[config.mk]
export PLATFORM = sky130hd
export DESIGN_NAME = sliding_window_median
export DESIGN_NICKNAME = d
export VERILOG_FILES = /design/src/hw/rtl/swm_pkg.sv /design/src/hw/rtl/sliding_window_median.sv /design/src/hw/rtl/swm_cell.sv /design/src/hw/rtl/swm_ring.sv /design/src/hw/rtl/swm_out.sv
export SDC_FILE = /design/constraint.sdc
export NUM_CORES = 2
export LEC_CHECK = 0
export BUFFER_PORTS_ARGS = -buffer_cell sky130_fd_sc_hd__buf_2
export CORE_MARGIN = 2
export CORE_UTILIZATION = 38
export DETAILED_ROUTE_END_ITERATION = 6
export GPL_TIMING_DRIVEN = 0
export HOLD_SLACK_MARGIN = 0.1
export MAX_ROUTING_LAYER = met4
export PLACE_DENSITY = 0.61
export SETUP_SLACK_MARGIN = 0.15
export SYNTH_ARGS = -nofsm -noshare
export SYNTH_HDL_FRONTEND = slang
export SYNTH_SLANG_ARGS = --single-unit
[constraint.sdc]
create_clock -name clk_i -period 9.7 [get_ports clk_i]
set_clock_uncertainty 0.1 [all_clocks]
set_input_delay 0.485 -clock clk_i [delete_from_list [all_inputs] [get_ports clk_i]]
set_output_delay 0.485 -clock clk_i [all_outputs]
set_load 0.01 [all_outputs]
[src/hw/rtl/swm_pkg.sv]
// Shared types and constants of the sliding window median filter.
// No dependencies; every other file imports this package.
`timescale 1ns / 1ps

package swm_pkg;

  localparam int WINDOW_MAX  = 32;
  localparam int SAMPLE_BITS = 16;
  localparam int OUT_BITS    = SAMPLE_BITS + 1;
  localparam int CFG_BITS    = 6;
  localparam int IDX_BITS    = $clog2(WINDOW_MAX);

  localparam logic [CFG_BITS-1:0] WSIZE_RESET = CFG_BITS'(3);

  typedef logic signed [SAMPLE_BITS-1:0] sample_t;
  typedef logic signed [OUT_BITS-1:0]    median_t;
  typedef logic [CFG_BITS-1:0]           count_t;
  typedef logic [IDX_BITS-1:0]           idx_t;

  // What one cell shows its neighbours: stored value and its two compare flags
  typedef struct packed {
    sample_t val;
    logic    geq;  // at or above the slot of the sample being dropped
    logic    gts;  // strictly above the incoming sample
  } cell_link_t;

  // Edges of the row: nothing below cell 0, plus infinity above the top cell
  localparam cell_link_t LINK_LOW  = '{val: '0, geq: 1'b0, gts: 1'b0};
  localparam cell_link_t LINK_HIGH = '{val: '0, geq: 1'b1, gts: 1'b1};

  // Clamp a written window size into 1 .. WINDOW_MAX
  function automatic count_t eff_window(input logic [CFG_BITS-1:0] raw);
    count_t w;
    w = raw;
    if (raw == '0) begin
      w = count_t'(1);
    end else if (raw > count_t'(WINDOW_MAX)) begin
      w = count_t'(WINDOW_MAX);
    end
    return w;
  endfunction

endpackage

[src/hw/rtl/sliding_window_median.sv]
// Sliding window median filter: one signed sample in, doubled median out.
//
// Input channel: in_valid_i / in_stall_o with sample_i. A transaction is taken
// at a rising edge with in_valid_i high and in_stall_o low.
// Output channel: out_valid_o / out_stall_i with median_doubled_o, the sum of
// the two middle values of the window (twice the middle value for odd sizes).
// Configuration: cfg_valid_i / cfg_ready_o with cfg_data_i, the window size;
// 0 reads as 1, anything above 32 as 32. A write empties the window.
// Throughput: one sample per clock while in_stall_o is low. The row of 32
// sorted cells drops the oldest value and inserts the new one in one update;
// the oldest value comes from the arrival ring, read ahead of the update.
// Order: the cells take an accepted sample, its result is marked pending, and
// it is loaded into the output register once that register is empty or its
// result is being taken; it is then held there until the output is taken.
// The first window_size - 1 samples after reset or a write give no result.
// Reset: window size 3, window empty; no clearing pass is needed.
// Stall: a result waits one stage behind the output register; when both are
// full and out_stall_i is high, in_stall_o rises until the output is taken.
// Depends on swm_pkg, swm_cell, swm_ring and swm_out.
`timescale 1ns / 1ps

module sliding_window_median import swm_pkg::*; (
  input  logic                clk_i,
  input  logic                rst_ni,
  input  logic                in_valid_i,
  output logic                in_stall_o,
  input  sample_t             sample_i,
  output logic                out_valid_o,
  input  logic                out_stall_i,
  output median_t             median_doubled_o,
  input  logic                cfg_valid_i,
  output logic                cfg_ready_o,
  input  logic [CFG_BITS-1:0] cfg_data_i
);

  count_t w_q, fill_q, fill_d, limit, w_new;
  idx_t   ptr_q, ptr_d, mid_lo_q, mid_hi_q, wr_addr;
  logic   pend_q, pend_d;
  logic   full, accept, moved, result, cfg_fire;
  sample_t    oldest;
  cell_link_t links [WINDOW_MAX];
  sample_t    vals  [WINDOW_MAX];
  logic [WINDOW_MAX-1:0] cell_valid;

  assign cfg_ready_o = 1'b1;
  assign cfg_fire    = cfg_valid_i;
  assign w_new       = eff_window(cfg_data_i);

  assign full       = (fill_q == w_q);
  assign moved      = pend_q & (~out_valid_o | ~out_stall_i);
  assign in_stall_o = pend_q & out_valid_o & out_stall_i;
  assign accept     = in_valid_i & ~in_stall_o;
  assign limit      = full ? w_q : fill_q;
  assign wr_addr    = full ? ptr_q : fill_q[IDX_BITS-1:0];

  // Work out fill, ring pointer and whether this transaction yields a result
  always_comb begin
    fill_d = fill_q;
    ptr_d  = ptr_q;
    result = 1'b0;
    if (cfg_fire) begin
      fill_d = '0;
      ptr_d  = '0;
    end else if (accept) begin
      if (full) begin
        result = 1'b1;
        if (count_t'(ptr_q) + count_t'(1) >= w_q) begin
          ptr_d = '0;
        end else begin
          ptr_d = ptr_q + idx_t'(1);
        end
      end else begin
        fill_d = fill_q + count_t'(1);
        ptr_d  = '0;
        result = (fill_d == w_q);
      end
    end
    pend_d = result | (pend_q & ~moved);
  end

  // Control registers
  always_ff @(posedge clk_i or negedge rst_ni) begin
    if (!rst_ni) begin
      w_q      <= WSIZE_RESET;
      mid_hi_q <= idx_t'(WSIZE_RESET >> 1);
      mid_lo_q <= idx_t'(WSIZE_RESET >> 1);
      fill_q   <= '0;
      ptr_q    <= '0;
      pend_q   <= 1'b0;
    end else begin
      if (cfg_fire) begin
        w_q      <= w_new;
        mid_hi_q <= idx_t'(w_new[CFG_BITS-1:1]);
        mid_lo_q <= w_new[0] ? idx_t'(w_new[CFG_BITS-1:1])
                             : idx_t'(w_new[CFG_BITS-1:1]) - idx_t'(1);
      end
      fill_q <= fill_d;
      ptr_q  <= ptr_d;
      pend_q <= pend_d;
    end
  end

  // Arrival ring, read one slot ahead for the value to drop
  swm_ring u_ring (
    .clk_i     (clk_i),
    .wr_en_i   (accept),
    .wr_addr_i (wr_addr),
    .wr_data_i (sample_i),
    .rd_addr_i (ptr_d),
    .rd_data_o (oldest)
  );

  // Row of sorted cells
  for (genvar i = 0; i < WINDOW_MAX; i++) begin : g_cell
    cell_link_t left, right;

    assign cell_valid[i] = (count_t'(i) < limit);
    assign vals[i]       = links[i].val;

    if (i == 0) begin : g_low
      assign left = LINK_LOW;
    end else begin : g_mid_l
      assign left = links[i-1];
    end
    if (i == WINDOW_MAX - 1) begin : g_high
      assign right = LINK_HIGH;
    end else begin : g_mid_r
      assign right = links[i+1];
    end

    swm_cell u_cell (
      .clk_i    (clk_i),
      .en_i     (accept),
      .sample_i (sample_i),
      .oldest_i (oldest),
      .full_i   (full),
      .valid_i  (cell_valid[i]),
      .left_i   (left),
      .right_i  (right),
      .link_o   (links[i])
    );
  end

  // Median tap and output register
  swm_out u_out (
    .clk_i    (clk_i),
    .rst_ni   (rst_ni),
    .load_i   (moved),
    .vals_i   (vals),
    .mid_lo_i (mid_lo_q),
    .mid_hi_i (mid_hi_q),
    .stall_i  (out_stall_i),
    .valid_o  (out_valid_o),
    .median_o (median_doubled_o)
  );

endmodule

[src/hw/rtl/swm_cell.sv]
// One cell of the sorted row: holds a single window value.
// Depends on swm_pkg; its neighbours are other swm_cell instances or the row edges.
`timescale 1ns / 1ps

module swm_cell import swm_pkg::*; (
  input  logic       clk_i,
  input  logic       en_i,
  input  sample_t    sample_i,
  input  sample_t    oldest_i,
  input  logic       full_i,
  input  logic       valid_i,
  input  cell_link_t left_i,
  input  cell_link_t right_i,
  output cell_link_t link_o
);

  sample_t val_q, val_d;
  logic    geq, gts;

  // Compare with dropped (when full) and incoming sample; empty cells act as infinity
  assign geq = full_i & (~valid_i | (val_q >= oldest_i));
  assign gts = ~valid_i | (val_q > sample_i);

  assign link_o = '{val: val_q, geq: geq, gts: gts};

  // Pick from the right neighbour, self, left neighbour or the new sample
  always_comb begin
    if (geq && !right_i.gts) begin
      val_d = right_i.val;
    end else if ((left_i.geq && gts) || (!geq && !gts)) begin
      val_d = val_q;
    end else if (!left_i.geq && left_i.gts) begin
      val_d = left_i.val;
    end else begin
      val_d = sample_i;
    end
  end

  // Advance on each accepted transaction
  always_ff @(posedge clk_i) begin
    if (en_i) begin
      val_q <= val_d;
    end
  end

endmodule

[src/hw/rtl/swm_ring.sv]
// Arrival-order store: samples by ring slot, with a registered read of the oldest.
// Depends on swm_pkg.
`timescale 1ns / 1ps

module swm_ring import swm_pkg::*; (
  input  logic    clk_i,
  input  logic    wr_en_i,
  input  idx_t    wr_addr_i,
  input  sample_t wr_data_i,
  input  idx_t    rd_addr_i,
  output sample_t rd_data_o
);

  sample_t mem [WINDOW_MAX];
  sample_t rd_q;

  // Write the new sample into its slot
  always_ff @(posedge clk_i) begin
    if (wr_en_i) begin
      mem[wr_addr_i] <= wr_data_i;
    end
  end

  // Read the next oldest; forward a sample written to the same slot
  always_ff @(posedge clk_i) begin
    if (wr_en_i && (wr_addr_i == rd_addr_i)) begin
      rd_q <= wr_data_i;
    end else begin
      rd_q <= mem[rd_addr_i];
    end
  end

  assign rd_data_o = rd_q;

endmodule

[src/hw/rtl/swm_out.sv]
// Output stage: taps the middle cells, adds them and holds the result.
// Depends on swm_pkg.
`timescale 1ns / 1ps

module swm_out import swm_pkg::*; (
  input  logic    clk_i,
  input  logic    rst_ni,
  input  logic    load_i,
  input  sample_t vals_i [WINDOW_MAX],
  input  idx_t    mid_lo_i,
  input  idx_t    mid_hi_i,
  input  logic    stall_i,
  output logic    valid_o,
  output median_t median_o
);

  logic    valid_q;
  median_t median_q;
  sample_t lo, hi;

  assign lo = vals_i[mid_lo_i];
  assign hi = vals_i[mid_hi_i];

  // Hold valid while stalled, raise it on load
  always_ff @(posedge clk_i or negedge rst_ni) begin
    if (!rst_ni) begin
      valid_q <= 1'b0;
    end else if (load_i) begin
      valid_q <= 1'b1;
    end else if (!stall_i) begin
      valid_q <= 1'b0;
    end
  end

  // Sum of the two middle values
  always_ff @(posedge clk_i) begin
    if (load_i) begin
      median_q <= median_t'(lo) + median_t'(hi);
    end
  end

  assign valid_o  = valid_q;
  assign median_o = median_q;

endmodule

==> metrics.csv <==
metric,value,unit
synth_top_area_share,38.8,%
cts_max_path_buffers,3,
cts_resized,0,
final_layout_size_suffix_gt1_share,17.7,%
rows,169,
clockRootBuffer,clkbuf_16,
path_clk_slew,70,ps
rsz0062_at_grt,no,
internal_power,10.8,mW
grt_pass1_vias,63800,
synth_ff_type,edfxtp_1,
cp-end-kind,register,
path_class,register to register,
power_density,195,nW/um^2
fin_crit_sh,81.7,%
cp-start-kind,register,
max_freq,126,MHz
die-width,465,microns
core,211000,sq um
start_util,38.1,%
dpl-instance-area,86800,sq um
cap_violations,8,
die_area,216000,sq um
netlist_area,80600,sq um
cts_buffers,119,
yosys_warnings,0,
postRouteAntennaNets,0,
post-cts-setup-buffers,0,
relSlewSlack,-13.6,%
setup_viol_count_final,0,
top_level_ports,47,
grt.total_usage,35.2,%
finalNetCount,8025,
synth-seq-cells,1070,
drt_iter0_markers,10200,
drc_errors,4,
worst_pin_slew,1700,ps
cts_tree,done,
cts.sinks,1070,
syn_area_per_cell,12.1,sq um
routedWlPerCell,38.2,microns
p_seq_share,38.8,%
clk_latency,850,ps
finalHoldViolCount,0,
syn2layout_area_growth,12.9,%
synthCells,6682,
grt_overflow,0,
p_sw,6.94,mW
synth_area_leaders,"edfxtp_1 39%, ha_1 16%, mux4_2 13%",
syn-num-nets,7759,
routed_via_density,6.83,
maxSlewViolCount,55,
arrival,8360,ps
antenna_found_initial,38,
min_path_type,input pin to async pin,
num_vias,67700,
die_h,465,microns
gp_congestion,1.10,
portBuffers,43,
violations,"DRC, capacitance limit, slew limit",
tns,0,ps
clkPwrFrac,26.7,%
yosysTopAreaCell,edfxtp_1,
ys_types,99,
critPathRequiredTime,10140,ps
pre_cts_ws,1640,ps
power.static_leakage,33.9,nW
grt_pass1_wl,513000,microns
wirelength,379000,microns
drt_first_pass_iters,7,
p_sw_share,39.1,%
h-tree-depth,3,
synth_async_sr_flop_share,2.24,%
grt_max_degree,41,
ir_drop,0.000186,V
outcome,"complete, but fails checks",
seq_area_frac_synth,39.6,%
synth_enable_flop_cells,1041,
setup_ws,1780,ps
layout_min_cycle_time,7920,ps
design_area,91000,sq um
place_hpwl,282000,microns
crit_fanout,10,
combPwrFrac,34.6,%
## power by group through the flow
stage                     registers [mW]  clock network (mW)  logic, mW
final                               6.88                4.73       6.13
after CTS                           6.76                4.75       5.91
after global routing                6.80                4.90       6.48
after detailed placement            6.85                   0       5.87
after floorplan                     6.13                   0       3.73
after global placement              6.84                   0       5.47
## final cells by class
class	instances	area, sq um
inverters	138	556
flip-flops and latches	1070	32000
multi-input cells	5150	47200
clock buffers	141	3170
plain buffers	324	1400
fillers	19500	120000
clock inverters	82	861
diodes	39	97.6
repair buffers	145	2300
well taps	2821	3530
## synthesized netlist by cell type (20+ instances only)
cell type and instances:
mux2_2 172, xnor2_1 20, or4_1 24, nand4_1 167, nor4_1 32, mux4_2 480
o21bai_1 21, nand2b_1 34, nor2b_1 77, a31oi_1 24, a21oi_1 567, a211oi_1 48
buf_1 65, nor3_1 55, and3_1 23, dfrtp_1 21, edfxtp_1 1041, inv_1 135
or2_2 22, o211ai_1 60, o22ai_1 27, mux2i_1 439, or3_1 20, nand2_1 452
ha_1 1049, o21a_1 33, and4_1 29, buf_2 45, o21ai_0 337, a21o_1 124
clkbuf_1 198, nand3_1 168, nor2_1 381
## critical path: stages (launching register included)
cell	delay [ps]
dfxtp_1	360
clkbuf_1	750
buf_1	880
mux4_2	610
mux4_2	540
mux2i_4	830
buf_16	240
buf_16	200
ha_1	150
nand4_1	150
nor4_1	440
o21ai_0	220
and4_1	240
o31ai_1	690
nand2_1	500
buf_2	380
mux2i_1	200
a21oi_1	90
## cell families after synthesis
family                   share of synthesized area (%)
AND/OR/NAND/NOR                                   9.28
other                                          0.00465
flip-flops                                        39.6
buffers and inverters                             2.30
multiplexers                                      21.5
adder cells (fa/ha/maj)                           16.3
AO/OA/AOI/OAI                                     10.7
XOR/XNOR                                         0.348
## registers in the layout, summed over array words and instances (netlist names), named ones only
| register | count |
|---|---|
| g_cell.u_cell.val_q | 512 |
| u_ring.mem | 512 |
| u_out.median_o | 17 |
| fill_q | 6 |
| w_q | 6 |
| mid_lo_q | 5 |
| ptr_q | 5 |
| pend_q | 1 |
| u_out.valid_o | 1 |
## final timing paths
kind | from | to | slack, ps | cells past startpoint
setup reg to reg | register | g_cell[14].u_cell.val_q[14] | 1780 | 17
max in group asynchronous | rst_ni | w_q[3] | 8690 | 2
hold reg to reg | pend_q | u_out.valid_o | 390 | 1
hold / removal | rst_ni | pend_q | 160 | 2
min in group clk_i | cfg_data_i[5] | w_q[5] | 190 | 3
setup / recovery | register | g_cell[14].u_cell.val_q[14] | 1780 | 17
## through the flow
step / power [mW] / hold slack, ps / std cells / utilization [%]
2_1_floorplan: 9.86 / 89.4 / 6682 / -
3_3_place_gp: 12.3 / 359 / 9546 / 39.9
3_5_place_dp: 12.7 / 379 / 9639 / 41.0
4_1_cts: 17.4 / 113 / 9869 / 43.0
5_1_grt: 18.2 / 139 / 9899 / 43.0
6_report: 17.7 / 164 / 9910 / 43.1
## what timing repair did
action                                  4_1_cts  5_1_grt
hold endpoints to repair                     32        0
endpoints found under the setup margin        0        0
hold buffers                                  7        0
## routing by layer
layer,GRT usage [%],share of wire (%),up-vias
met5,-,0,-
met4,24.8,8.8,0
met3,9.80,13,1406
met2,49.5,42,5298
met1,43.3,37,33700
li1,-,-,27300
## cell usage in the layout (no fill, tap or decap), drive strengths merged, types with 23 or more instances in the layout
cell type / netlist / routed
nor3: 55 / 55
diode: 0 / 39
nand2: 452 / 452
or2: 23 / 23
nand4: 167 / 167
nand2b: 34 / 34
nor2b: 77 / 77
clkbuf: 198 / 340
edfxtp: 1041 / 1041
ha: 1049 / 1049
o21a: 33 / 33
mux2: 183 / 183
and3: 23 / 23
inv: 136 / 143
a21oi: 569 / 569
o211ai: 61 / 61
nor4: 32 / 32
buf: 126 / 262
o22ai: 27 / 27
a31oi: 25 / 25
clkinv: 2 / 57
o21ai: 355 / 355
mux4: 480 / 480
nand3: 168 / 168
a211oi: 51 / 51
or4: 24 / 24
mux2i: 439 / 439
and4: 29 / 29
nor2: 387 / 387
a21o: 124 / 124
Power figures use the tool's default switching activity.
